$ cat src/rtl/dntp_pkg.sv
// Shared types, codes and constants of the decimal text parser.
// No dependencies; every other file of the parser imports this package.
`default_nettype none

package dntp_pkg;

	// Width of the digit accumulator; fifteen digits and a K suffix stay below 2^60.
	localparam int ACC_W = 60;

	// Rounded division unit widths: numerator is magnitude plus half the divisor.
	localparam int NUM_W = ACC_W + 1;
	localparam int DEN_W = 50;

	// Result status codes.
	localparam logic [1:0] ST_OK    = 2'd0;
	localparam logic [1:0] ST_EMPTY = 2'd1;
	localparam logic [1:0] ST_END   = 2'd2;
	localparam logic [1:0] ST_RANGE = 2'd3;

	// Characters of the grammar.
	localparam logic [7:0] CH_NUL   = 8'h00;
	localparam logic [7:0] CH_MINUS = 8'h2D;
	localparam logic [7:0] CH_POINT = 8'h2E;
	localparam logic [7:0] CH_ZERO  = 8'h30;
	localparam logic [7:0] CH_NINE  = 8'h39;
	localparam logic [7:0] CH_KILO  = 8'h4B;

	// One finished string handed from the parser front to the scaling back end.
	typedef struct packed {
		logic [1:0]       kind;  // ST_OK for a number, else ST_EMPTY or ST_END
		logic             neg;
		logic [ACC_W-1:0] mag;
		logic [3:0]       dp;    // fraction digits seen
		logic [2:0]       tp;    // target decimal places
	} job_t;

	// Powers of ten used as rounding divisors.
	function automatic logic [DEN_W-1:0] pow10(input logic [3:0] k);
		logic [DEN_W-1:0] p;
		unique case (k)
			4'd0:    p = 50'd1;
			4'd1:    p = 50'd10;
			4'd2:    p = 50'd100;
			4'd3:    p = 50'd1000;
			4'd4:    p = 50'd10000;
			4'd5:    p = 50'd100000;
			4'd6:    p = 50'd1000000;
			4'd7:    p = 50'd10000000;
			4'd8:    p = 50'd100000000;
			4'd9:    p = 50'd1000000000;
			4'd10:   p = 50'd10000000000;
			4'd11:   p = 50'd100000000000;
			4'd12:   p = 50'd1000000000000;
			4'd13:   p = 50'd10000000000000;
			4'd14:   p = 50'd100000000000000;
			default: p = 50'd1000000000000000;
		endcase
		return p;
	endfunction

endpackage

`default_nettype wire

$ cat src/rtl/dntp_front.sv
// Character parser front end: runs the grammar one byte per cycle while the queue is not full.
// Depends on dntp_pkg; pushes one job per terminator into dntp_fifo.
`default_nettype none

module dntp_front (
	input  wire logic             clk,
	input  wire logic             arst_n,
	input  wire logic             in_valid,
	output logic                  in_ready,
	input  wire logic [7:0]       ch,
	input  wire logic [3:0]       digit_budget,
	input  wire logic [3:0]       fraction_limit,
	input  wire logic [2:0]       target_places,
	input  wire logic             full,
	output logic                  push,
	output dntp_pkg::job_t        job
);
	import dntp_pkg::*;

	localparam logic [2:0] PH_START  = 3'd0;
	localparam logic [2:0] PH_INT    = 3'd1;
	localparam logic [2:0] PH_FRAC   = 3'd2;
	localparam logic [2:0] PH_SUFFIX = 3'd3;
	localparam logic [2:0] PH_ERROR  = 3'd4;

	logic [2:0]       phase_q, phase_n;
	logic             neg_q, neg_n;
	logic [ACC_W-1:0] acc_q, acc_n;
	logic [3:0]       icnt_q, icnt_n;
	logic [3:0]       fcnt_q, fcnt_n;

	logic             accept;
	logic             digit_ch;
	logic [3:0]       dval;
	logic [ACC_W-1:0] acc_x10;
	logic [ACC_W-1:0] acc_x1000;
	logic [3:0]       room;
	logic [3:0]       allow;
	logic [2:0]       eff_phase;

	assign in_ready = !full;
	assign accept   = in_valid && in_ready;

	// Digit decode and the two accumulator updates, built from shifts, adds and subtracts.
	always_comb begin
		digit_ch  = (ch >= CH_ZERO) && (ch <= CH_NINE);
		dval      = 4'(ch - CH_ZERO);
		acc_x10   = (acc_q << 3) + (acc_q << 1) + ACC_W'(dval);
		acc_x1000 = (acc_q << 10) - (acc_q << 4) - (acc_q << 3);
		room      = (icnt_q < digit_budget) ? (digit_budget - icnt_q) : 4'd0;
		allow     = (room < fraction_limit) ? room : fraction_limit;
	end

	// Grammar step for one non-terminator byte.
	always_comb begin
		phase_n   = phase_q;
		neg_n     = neg_q;
		acc_n     = acc_q;
		icnt_n    = icnt_q;
		fcnt_n    = fcnt_q;
		eff_phase = (phase_q == PH_START) ? PH_INT : phase_q;
		if ((phase_q == PH_START) && (ch == CH_MINUS)) begin
			neg_n   = 1'b1;
			phase_n = PH_INT;
		end else begin
			unique case (eff_phase)
				PH_INT: begin
					if (digit_ch && (icnt_q < digit_budget)) begin
						acc_n   = acc_x10;
						icnt_n  = icnt_q + 4'd1;
						phase_n = PH_INT;
					end else if ((ch == CH_POINT) && (fraction_limit != 4'd0)) begin
						phase_n = PH_FRAC;
					end else if (ch == CH_KILO) begin
						acc_n   = acc_x1000;
						phase_n = PH_SUFFIX;
					end else begin
						phase_n = PH_ERROR;
					end
				end
				PH_FRAC: begin
					if (digit_ch && (fcnt_q < allow)) begin
						acc_n  = acc_x10;
						fcnt_n = fcnt_q + 4'd1;
					end else if (ch == CH_KILO) begin
						acc_n   = acc_x1000;
						phase_n = PH_SUFFIX;
					end else begin
						phase_n = PH_ERROR;
					end
				end
				default: phase_n = PH_ERROR;
			endcase
		end
	end

	// Job handed to the back end on the terminator.
	always_comb begin
		push     = accept && (ch == CH_NUL);
		job.neg  = neg_q;
		job.mag  = acc_q;
		job.dp   = fcnt_q;
		job.tp   = target_places;
		if (phase_q == PH_START) begin
			job.kind = ST_EMPTY;
		end else if (phase_q == PH_ERROR) begin
			job.kind = ST_END;
		end else begin
			job.kind = ST_OK;
		end
	end

	// Parser state; a terminator returns it to the start of a string.
	always_ff @(posedge clk or negedge arst_n) begin
		if (!arst_n) begin
			phase_q <= PH_START;
			neg_q   <= 1'b0;
			acc_q   <= '0;
			icnt_q  <= '0;
			fcnt_q  <= '0;
		end else if (accept) begin
			if (ch == CH_NUL) begin
				phase_q <= PH_START;
				neg_q   <= 1'b0;
				acc_q   <= '0;
				icnt_q  <= '0;
				fcnt_q  <= '0;
			end else begin
				phase_q <= phase_n;
				neg_q   <= neg_n;
				acc_q   <= acc_n;
				icnt_q  <= icnt_n;
				fcnt_q  <= fcnt_n;
			end
		end
	end

endmodule

`default_nettype wire

$ cat src/rtl/dntp_fifo.sv
// Two-entry job queue between the parser front and the scaling back end.
// Depends on dntp_pkg for the job type.
`default_nettype none

module dntp_fifo (
	input  wire logic           clk,
	input  wire logic           arst_n,
	input  wire logic           push,
	input  dntp_pkg::job_t      din,
	output logic                full,
	input  wire logic           pop,
	output dntp_pkg::job_t      dout,
	output logic                not_empty
);
	import dntp_pkg::*;

	localparam int DEPTH = 2;
	localparam int PTR_W = $clog2(DEPTH);

	job_t               entry_q [DEPTH];
	logic [PTR_W-1:0]   wr_ptr_q;
	logic [PTR_W-1:0]   rd_ptr_q;
	logic [PTR_W:0]     count_q;

	assign full      = (count_q == (PTR_W + 1)'(DEPTH));
	assign not_empty = (count_q != '0);
	assign dout      = entry_q[rd_ptr_q];

	// Entry storage.
	always_ff @(posedge clk) begin
		if (push) begin
			entry_q[wr_ptr_q] <= din;
		end
	end

	// Pointers and fill count.
	always_ff @(posedge clk or negedge arst_n) begin
		if (!arst_n) begin
			wr_ptr_q <= '0;
			rd_ptr_q <= '0;
			count_q  <= '0;
		end else begin
			if (push) begin
				wr_ptr_q <= wr_ptr_q + 1'b1;
			end
			if (pop) begin
				rd_ptr_q <= rd_ptr_q + 1'b1;
			end
			if (push && !pop) begin
				count_q <= count_q + 1'b1;
			end else if (pop && !push) begin
				count_q <= count_q - 1'b1;
			end
		end
	end

endmodule

`default_nettype wire

$ cat src/rtl/dntp_div.sv
// Restoring divider, one quotient bit per cycle, for the rounded rescale.
// Depends on dntp_pkg for the operand widths.
`default_nettype none

module dntp_div (
	input  wire logic                         clk,
	input  wire logic                         arst_n,
	input  wire logic                         start,
	input  wire logic [dntp_pkg::NUM_W-1:0]   num,
	input  wire logic [dntp_pkg::DEN_W-1:0]   den,
	output logic                              done,
	output logic [dntp_pkg::NUM_W-1:0]        quot
);
	import dntp_pkg::*;

	localparam int CNT_W = $clog2(NUM_W);

	logic [DEN_W-1:0] rem_q;
	logic [NUM_W-1:0] num_q;
	logic [DEN_W-1:0] den_q;
	logic [CNT_W-1:0] cnt_q;
	logic             run_q;
	logic             done_q;
	logic [DEN_W:0]   trial;
	logic             qbit;

	assign done = done_q;
	assign quot = num_q;

	// One trial subtraction per cycle.
	always_comb begin
		trial = {rem_q, num_q[NUM_W-1]};
		qbit  = (trial >= {1'b0, den_q});
	end

	// Datapath registers shift the quotient in behind the numerator bits.
	always_ff @(posedge clk) begin
		if (start) begin
			rem_q <= '0;
			num_q <= num;
			den_q <= den;
		end else if (run_q) begin
			rem_q <= qbit ? DEN_W'(trial - {1'b0, den_q}) : trial[DEN_W-1:0];
			num_q <= {num_q[NUM_W-2:0], qbit};
		end
	end

	// Step counter and completion pulse.
	always_ff @(posedge clk or negedge arst_n) begin
		if (!arst_n) begin
			run_q  <= 1'b0;
			done_q <= 1'b0;
			cnt_q  <= '0;
		end else begin
			done_q <= 1'b0;
			if (start) begin
				run_q <= 1'b1;
				cnt_q <= '0;
			end else if (run_q) begin
				cnt_q <= cnt_q + 1'b1;
				if (cnt_q == CNT_W'(NUM_W - 1)) begin
					run_q  <= 1'b0;
					done_q <= 1'b1;
				end
			end
		end
	end

endmodule

`default_nettype wire

$ cat src/rtl/dntp_back.sv
// Scaling back end: rescale, saturate, sign, range check and result register.
// Depends on dntp_pkg and instantiates dntp_div.
`default_nettype none

module dntp_back #(
	parameter int CAP_BITS = 60
) (
	input  wire logic                          clk,
	input  wire logic                          arst_n,
	input  wire logic                          job_valid,
	input  dntp_pkg::job_t                     job,
	output logic                               pop,
	input  wire logic signed [60:0]            lower_limit,
	input  wire logic signed [60:0]            upper_limit,
	output logic                               out_valid,
	input  wire logic                          out_ready,
	output logic [1:0]                         out_status,
	output logic signed [60:0]                 out_value,
	output logic [2:0]                         out_places
);
	import dntp_pkg::*;

	localparam logic [ACC_W-1:0] CAP = {ACC_W{1'b1}} >> (ACC_W - CAP_BITS);

	localparam logic [2:0] B_IDLE = 3'd0;
	localparam logic [2:0] B_MUL  = 3'd1;
	localparam logic [2:0] B_DIV  = 3'd2;
	localparam logic [2:0] B_CAP  = 3'd3;
	localparam logic [2:0] B_OUT  = 3'd4;

	logic [2:0]          state_q;
	logic                neg_q;
	logic [ACC_W-1:0]    mag_q;
	logic [2:0]          cnt_q;
	logic                sat_q;
	logic [2:0]          tp_q;
	logic [1:0]          status_q;
	logic signed [60:0]  val_q;

	logic                out_valid_q;
	logic [1:0]          out_status_q;
	logic signed [60:0]  out_value_q;
	logic [2:0]          out_places_q;

	logic                div_start;
	logic [NUM_W-1:0]    div_num;
	logic [DEN_W-1:0]    div_den;
	logic                div_done;
	logic [NUM_W-1:0]    div_quot;

	logic [ACC_W+3:0]    prod;
	logic                over_cap;
	logic [ACC_W-1:0]    capped;
	logic                out_free;
	logic                limits_ok;
	logic [3:0]          down_k;

	assign out_valid  = out_valid_q;
	assign out_status = out_status_q;
	assign out_value  = out_value_q;
	assign out_places = out_places_q;

	// Operand preparation: one multiply-by-ten step, rounding divisor, cap test.
	always_comb begin
		prod      = ({4'b0, mag_q} << 3) + ({4'b0, mag_q} << 1);
		over_cap  = (mag_q > CAP);
		capped    = over_cap ? CAP : mag_q;
		down_k    = job.dp - {1'b0, job.tp};
		div_den   = pow10(down_k);
		div_num   = {1'b0, job.mag} + NUM_W'(div_den >> 1);
		out_free  = !out_valid_q || out_ready;
		limits_ok = (val_q >= lower_limit) && (val_q <= upper_limit);
		pop       = (state_q == B_IDLE) && job_valid;
		div_start = pop && (job.kind == ST_OK) && (job.dp > {1'b0, job.tp});
	end

	dntp_div u_div (
		.clk    (clk),
		.arst_n (arst_n),
		.start  (div_start),
		.num    (div_num),
		.den    (div_den),
		.done   (div_done),
		.quot   (div_quot)
	);

	// Sequencer for one job at a time.
	always_ff @(posedge clk or negedge arst_n) begin
		if (!arst_n) begin
			state_q <= B_IDLE;
		end else begin
			unique case (state_q)
				B_IDLE: begin
					if (job_valid) begin
						if (job.kind != ST_OK) begin
							state_q <= B_OUT;
						end else if ({1'b0, job.tp} > job.dp) begin
							state_q <= B_MUL;
						end else if (job.dp > {1'b0, job.tp}) begin
							state_q <= B_DIV;
						end else begin
							state_q <= B_CAP;
						end
					end
				end
				B_MUL: begin
					if ((prod > {4'b0, CAP}) || (cnt_q == 3'd1)) begin
						state_q <= B_CAP;
					end
				end
				B_DIV: begin
					if (div_done) begin
						state_q <= B_CAP;
					end
				end
				B_CAP: state_q <= B_OUT;
				B_OUT: begin
					if (out_free) begin
						state_q <= B_IDLE;
					end
				end
				default: state_q <= B_IDLE;
			endcase
		end
	end

	// Working registers of the job in flight.
	always_ff @(posedge clk) begin
		unique case (state_q)
			B_IDLE: begin
				if (job_valid) begin
					neg_q    <= job.neg;
					mag_q    <= job.mag;
					tp_q     <= job.tp;
					sat_q    <= 1'b0;
					status_q <= job.kind;
					val_q    <= '0;
					cnt_q    <= 3'(job.tp - job.dp[2:0]);
				end
			end
			B_MUL: begin
				if (prod > {4'b0, CAP}) begin
					mag_q <= CAP;
					sat_q <= 1'b1;
				end else begin
					mag_q <= prod[ACC_W-1:0];
					cnt_q <= cnt_q - 3'd1;
				end
			end
			B_DIV: begin
				if (div_done) begin
					mag_q <= div_quot[ACC_W-1:0];
				end
			end
			B_CAP: begin
				sat_q <= sat_q || over_cap;
				val_q <= neg_q ? -$signed({1'b0, capped}) : $signed({1'b0, capped});
			end
			default: begin
			end
		endcase
	end

	// Result register; it holds until the downstream side takes the transaction.
	always_ff @(posedge clk or negedge arst_n) begin
		if (!arst_n) begin
			out_valid_q <= 1'b0;
		end else if ((state_q == B_OUT) && out_free) begin
			out_valid_q <= 1'b1;
		end else if (out_ready) begin
			out_valid_q <= 1'b0;
		end
	end

	always_ff @(posedge clk) begin
		if ((state_q == B_OUT) && out_free) begin
			out_value_q  <= val_q;
			out_places_q <= tp_q;
			if ((status_q == ST_OK) && (sat_q || !limits_ok)) begin
				out_status_q <= ST_RANGE;
			end else begin
				out_status_q <= status_q;
			end
		end
	end

endmodule

`default_nettype wire

$ cat src/rtl/decimal_number_text_parser.sv
// Decimal text parser top level: configuration registers, front, queue, back end.
// Depends on dntp_pkg, dntp_front, dntp_fifo and dntp_back.
//
// The parser takes one character per cycle on the slave stream; characters stall
// only while the two-entry job queue is full. Each terminator yields one result,
// registered on the master stream. A result whose status is empty or end expected
// skips the rescale; a number that needs no rescale goes straight to the cap stage,
// one that is scaled up takes at most seven steps of ten, and one whose fraction
// digits must be rounded away passes through the 61-step restoring divider.
// Configuration is taken through cfg_we, cfg_index and cfg_data; the user must
// write it only while idle, which the block itself does not enforce.
`default_nettype none

module decimal_number_text_parser #(
	parameter int VALUE_BITS = 64
) (
	input  wire logic         clk,
	input  wire logic         arst_n,
	// Input stream; tdata: [7:0] ch.
	input  wire logic         s_axis_tvalid,
	output logic              s_axis_tready,
	input  wire logic [7:0]   s_axis_tdata,
	// Result stream; tdata: [1:0] status, [62:2] value, [65:63] places, [71:66] zero.
	output logic              m_axis_tvalid,
	input  wire logic         m_axis_tready,
	output logic [71:0]       m_axis_tdata,
	// Configuration write port.
	input  wire logic         cfg_we,
	input  wire logic [2:0]   cfg_index,
	input  wire logic [60:0]  cfg_data
);
	import dntp_pkg::*;

	localparam int CAP_BITS = (VALUE_BITS - 1 < ACC_W) ? VALUE_BITS - 1 : ACC_W;

	localparam logic [2:0] REG_DIGIT_BUDGET   = 3'd0;
	localparam logic [2:0] REG_FRACTION_LIMIT = 3'd1;
	localparam logic [2:0] REG_TARGET_PLACES  = 3'd2;
	localparam logic [2:0] REG_LOWER_LIMIT    = 3'd3;
	localparam logic [2:0] REG_UPPER_LIMIT    = 3'd4;

	logic [3:0]         digit_budget_q;
	logic [3:0]         fraction_limit_q;
	logic [2:0]         target_places_q;
	logic signed [60:0] lower_limit_q;
	logic signed [60:0] upper_limit_q;

	logic               push;
	logic               full;
	logic               pop;
	logic               job_valid;
	job_t               front_job;
	job_t               back_job;
	logic [1:0]         res_status;
	logic signed [60:0] res_value;
	logic [2:0]         res_places;

	// Configuration registers.
	always_ff @(posedge clk or negedge arst_n) begin
		if (!arst_n) begin
			digit_budget_q   <= 4'd9;
			fraction_limit_q <= 4'd0;
			target_places_q  <= 3'd0;
			lower_limit_q    <= '0;
			upper_limit_q    <= '0;
		end else if (cfg_we) begin
			unique case (cfg_index)
				REG_DIGIT_BUDGET:   digit_budget_q   <= cfg_data[3:0];
				REG_FRACTION_LIMIT: fraction_limit_q <= cfg_data[3:0];
				REG_TARGET_PLACES:  target_places_q  <= cfg_data[2:0];
				REG_LOWER_LIMIT:    lower_limit_q    <= cfg_data;
				REG_UPPER_LIMIT:    upper_limit_q    <= cfg_data;
				default: begin
				end
			endcase
		end
	end

	dntp_front u_front (
		.clk            (clk),
		.arst_n         (arst_n),
		.in_valid       (s_axis_tvalid),
		.in_ready       (s_axis_tready),
		.ch             (s_axis_tdata),
		.digit_budget   (digit_budget_q),
		.fraction_limit (fraction_limit_q),
		.target_places  (target_places_q),
		.full           (full),
		.push           (push),
		.job            (front_job)
	);

	dntp_fifo u_fifo (
		.clk       (clk),
		.arst_n    (arst_n),
		.push      (push),
		.din       (front_job),
		.full      (full),
		.pop       (pop),
		.dout      (back_job),
		.not_empty (job_valid)
	);

	dntp_back #(
		.CAP_BITS (CAP_BITS)
	) u_back (
		.clk         (clk),
		.arst_n      (arst_n),
		.job_valid   (job_valid),
		.job         (back_job),
		.pop         (pop),
		.lower_limit (lower_limit_q),
		.upper_limit (upper_limit_q),
		.out_valid   (m_axis_tvalid),
		.out_ready   (m_axis_tready),
		.out_status  (res_status),
		.out_value   (res_value),
		.out_places  (res_places)
	);

	// Result packing, first field in the lowest bits.
	assign m_axis_tdata = {6'b0, res_places, res_value, res_status};

endmodule

`default_nettype wire

$ cat config.mk
export PLATFORM = sky130hd
export DESIGN_NAME = decimal_number_text_parser
export DESIGN_NICKNAME = d
export VERILOG_FILES = /design/src/rtl/dntp_pkg.sv /design/src/rtl/dntp_front.sv /design/src/rtl/dntp_fifo.sv /design/src/rtl/dntp_div.sv /design/src/rtl/dntp_back.sv /design/src/rtl/decimal_number_text_parser.sv
export SDC_FILE = /design/constraint.sdc
export NUM_CORES = 2
export LEC_CHECK = 0
export ABC_AREA = 1
export BUFFER_PORTS_ARGS = -buffer_cell sky130_fd_sc_hd__buf_2
export CAP_MARGIN = 10
export CORE_AREA = 5 5 443 445
export CTS_CLUSTER_DIAMETER = 120
export DETAILED_ROUTE_END_ITERATION = 8
export DIE_AREA = 0 0 448 450
export PLACE_DENSITY = 0.41
export SETUP_SLACK_MARGIN = 0.2
export SYNTH_ARGS = -nofsm -noshare
export SYNTH_HDL_FRONTEND = slang
export SYNTH_SLANG_ARGS = --single-unit
$ cat constraint.sdc
create_clock -name clk -period 6.5 [get_ports clk]
set_input_delay 0.65 -clock clk [delete_from_list [all_inputs] [get_ports clk]]
set_output_delay 0.65 -clock clk [all_outputs]
set_load 0.03 [all_outputs]
==> results by group <==
Status
  • Status: finished, final reports clean

Setup path
  • Kind of critical path: reg -> reg
  • CP startpoint kind: register
  • Critical path data arrival time: about 6.4 ns
  • Worst setup EP type: register
  • CP Data Required Time: 6.99 ns
  • Slowest cell on crit path: or3_1
  • Worst Path Max Fanout: 12
  • Crit-path max cell delay: 0.50 ns

Min path
  • HP Class: in -> reg

CTS
  • Clk slew on worst S/H paths: 0.06 ns
  • CTS sink count: approximately 710
  • Longest Clk Path Bufs: 3
  • Root Buffer: clkbuf_16
  • Buffer count from post-CTS setup fixing: 0
  • Later-pin clock latency in the skew report: 0.76 ns
  • H-tree depth: 3
  • CTS tree: built
  • TritonCTS buffer count: 93

STA
  • Tmin final: around 5.9 ns
  • Fmax: 0.170 GHz
  • Final-report hold violation count: 0
  • Clock Skew: about 0.051 ns
  • PnR worst setup slack: slightly above 0.6 ns
  • Worst slew pin tran: between 1 and 1.5 ns
  • Final Setup Violations: 0
  • Tcrit/Tclk final: 90.6%
  • Max-slew violation count: 0
  • RSZ-0062 raised after global routing: false
  • Worst slew margin: 23.8%
  • Fin Setup TNS: 0 ns

Floorplanning
  • I/O pin cnt: ~150
  • Die H: ~450 um
  • Core area: around 190,000 um2
  • Rows: about 160
  • Die area: 202,000 um2
  • DIE WIDTH: around 450 um
  • Initial Utilization: 29.9%

Synth
  • FFs w/ async S/R, synth: 31.0%
  • Post-synth top area cell: edfxtp_1
  • Yosys Warn Count: 0
  • Seq/Total Area, Yosys: between 30% and 40%
  • Post-Synth XOR/XNOR Area: 2.77%
  • Distinct cells, synth: 63
  • Yosys top cell area share: a little under a quarter
  • Synthesized area per cell: just over 7 um2
  • Most numerous cell in the Yosys netlist: nand2_1
  • EDFF count, synth: around 440
  • Mapped Cells: a little under 8,000
  • Mux cell area share after synthesis: less than 1%
  • Post-synthesis simple-gate area fraction: a little over a quarter
  • Main combinational cell family by area after synthesis: simple AND/OR/NAND/NOR gates
  • Post-synthesis compound-gate area fraction: ~15%
  • Cell types occupying the most area after synthesis: edfxtp_1 (23%), nand2_1 (13%), ha_1 (10%)
  • Synth Register Bits: 712
  • Cell Area, Synth: around 57,000 um2
  • Top FF cell, synth: edfxtp_1
  • Post-Synth Adder-Cell Area: roughly an eighth
  • Post-synth top cells: nand2_1 (1,960), inv_1 (1,108), nor2_1 (753)

Detailed routing
  • Final antenna-violating net count: 0
  • Vias: 54,300
  • Pre-Repair DR Iteration Count: 8
  • Drt drc: 0
  • Routed WL: approximately 250,000 um
  • DRT iter0 DRCs: approximately 4,400
  • Drt wl/cell: 23.2 um
  • Vias per inst: roughly 5.1

Finish
  • # fillers: between 20,000 and 25,000
  • Cell Count, Final, Fillers Out: between 10,000 and 15,000
  • Layout cells sized above 1: under 10%
  • Synthesis-to-finish area growth: 12.6%
  • Final #Nets: 8,627

Global routing
  • Initial antenna violation count: 12
  • Total track usage: 23.9%
  • Congestion Overflow GR: 0
  • First-pass GRT wire length: about 360,000 um
  • Vias in the first global route: between 50,000 and 60,000
  • Largest net degree at the start of global routing: 96

Placement
  • PortBufs: roughly 140
  • Post-DP HPWL: about 200,000 um
  • Pre-CTS setup slack: around 0.29 ns
  • GPL Wtd Cong: around 0.95
  • DP Cell Count: around 10,000

Run
  • # Max-Cap Violations: 0
==> through the flow <==
step | hold WS, ns | util, % | cell area [um2]
after global placement | 0.404 | 31.9 | 61100
after floorplan | 0.354 | - | 57300
after CTS | 0.103 | 33.6 | 64500
after global routing | 0.138 | 33.6 | 64500
final | 0.163 | 33.6 | 64500
after detailed placement | 0.406 | 31.9 | 61100
==> sequential cells by signal, summed over array words and instances (netlist names), 2 cells and up <==
register,flops
u_back.out_status,2
u_front.icnt_q,4
u_back.out_places,3
u_back.u_div.rem_q,50
u_back.out_value,61
u_fifo.count_q,2
u_back.status_q,2
u_back.u_div.cnt_q,6
u_back.u_div.quot,61
digit_budget_q,4
u_back.tp_q,3
u_back.state_q,3
u_front.fcnt_q,4
u_back.cnt_q,3
target_places_q,3
u_back.mag_q,60
upper_limit_q,61
u_back.val_q,61
fraction_limit_q,4
u_front.phase_q,3
u_fifo.entry_q,140
lower_limit_q,61
u_front.acc_q,60
u_back.u_div.den_q,43
==> worst paths after layout <==
path / from / to / slack [ns] / cells after the start
worst max-delay path: u_fifo.rd_ptr_q / u_back.u_div.quot[59] / 0.61 / 29
worst min-delay path: cfg_data[40] / lower_limit_q[40] / 0.16 / 3
worst max register to register: u_fifo.rd_ptr_q / u_back.u_div.quot[59] / 0.61 / 29
worst min register to register: u_back.tp_q[1] / u_back.out_places[1] / 0.42 / 0
max in group asynchronous: arst_n / upper_limit_q[2] / 4.60 / 3
min in group asynchronous: arst_n / u_back.u_div.cnt_q[1] / 0.42 / 2
==> cells in the final DEF, fill, tap and decap left out, types with 63 or more instances in the layout <==
master	netlist	final
ha_1	479	479
o21ai_0	615	613
clkbuf_16	0	95
buf_2	48	143
buf_4	16	75
xor2_1	112	112
nand4_1	120	120
nand3_1	432	430
edfxtp_1	441	441
a21oi_1	602	601
dfrtp_1	219	218
nor3_1	118	117
nand2_1	1960	1958
nor2_1	753	745
inv_1	1108	1108
xnor2_1	69	69
a31oi_1	63	63
==> critical path: cells and delay by family (launching register included) <==
kind	cells	cell delay, ns
XOR/XNOR	1	0.14
flip-flops	1	0.45
buffers and inverters	8	1.00
adder cells (fa/ha/maj)	4	1.24
AND/OR/NAND/NOR	13	2.15
AO/OA/AOI/OAI	3	0.61
==> cell families after synthesis <==
family	Yosys count
buffers and inverters	1311
other	1
AND/OR/NAND/NOR	3604
adder cells (fa/ha/maj)	536
XOR/XNOR	181
multiplexers	7
AO/OA/AOI/OAI	1521
flip-flops	712
==> cell type report <==
type                    count  area [um2]  area share, %
diodes                      3        7.51         0.0116
multi-input cells        5855       32600           50.5
well taps                2526        3160           4.90
repair buffers            225        1400           2.18
clock buffers             125        2640           4.09
clock inverters            51         683           1.06
inverters                1127        4230           6.56
flip-flops and latches    712       19800           30.7
==> per-layer routing <==
layer  GRT usage, %  up-vias  part of all wire [%]
li1               -    26500                     -
met1           32.9    26200                    46
met2           39.1     1286                    46
met3           2.28      304                   4.0
met4           8.42        2                   4.1
met5              0        -                0.0053
==> what timing repair did <==
action | in CTS | in global routing
endpoints found under the hold margin | 64 | 0
gates resized for setup | 0 | 6
hold buffers | 1 | 0
endpoints found under the setup margin | 0 | 11
Power is not shown: default switching activity piles up to over one toggle a cycle in this logic, so the estimate is an artifact.
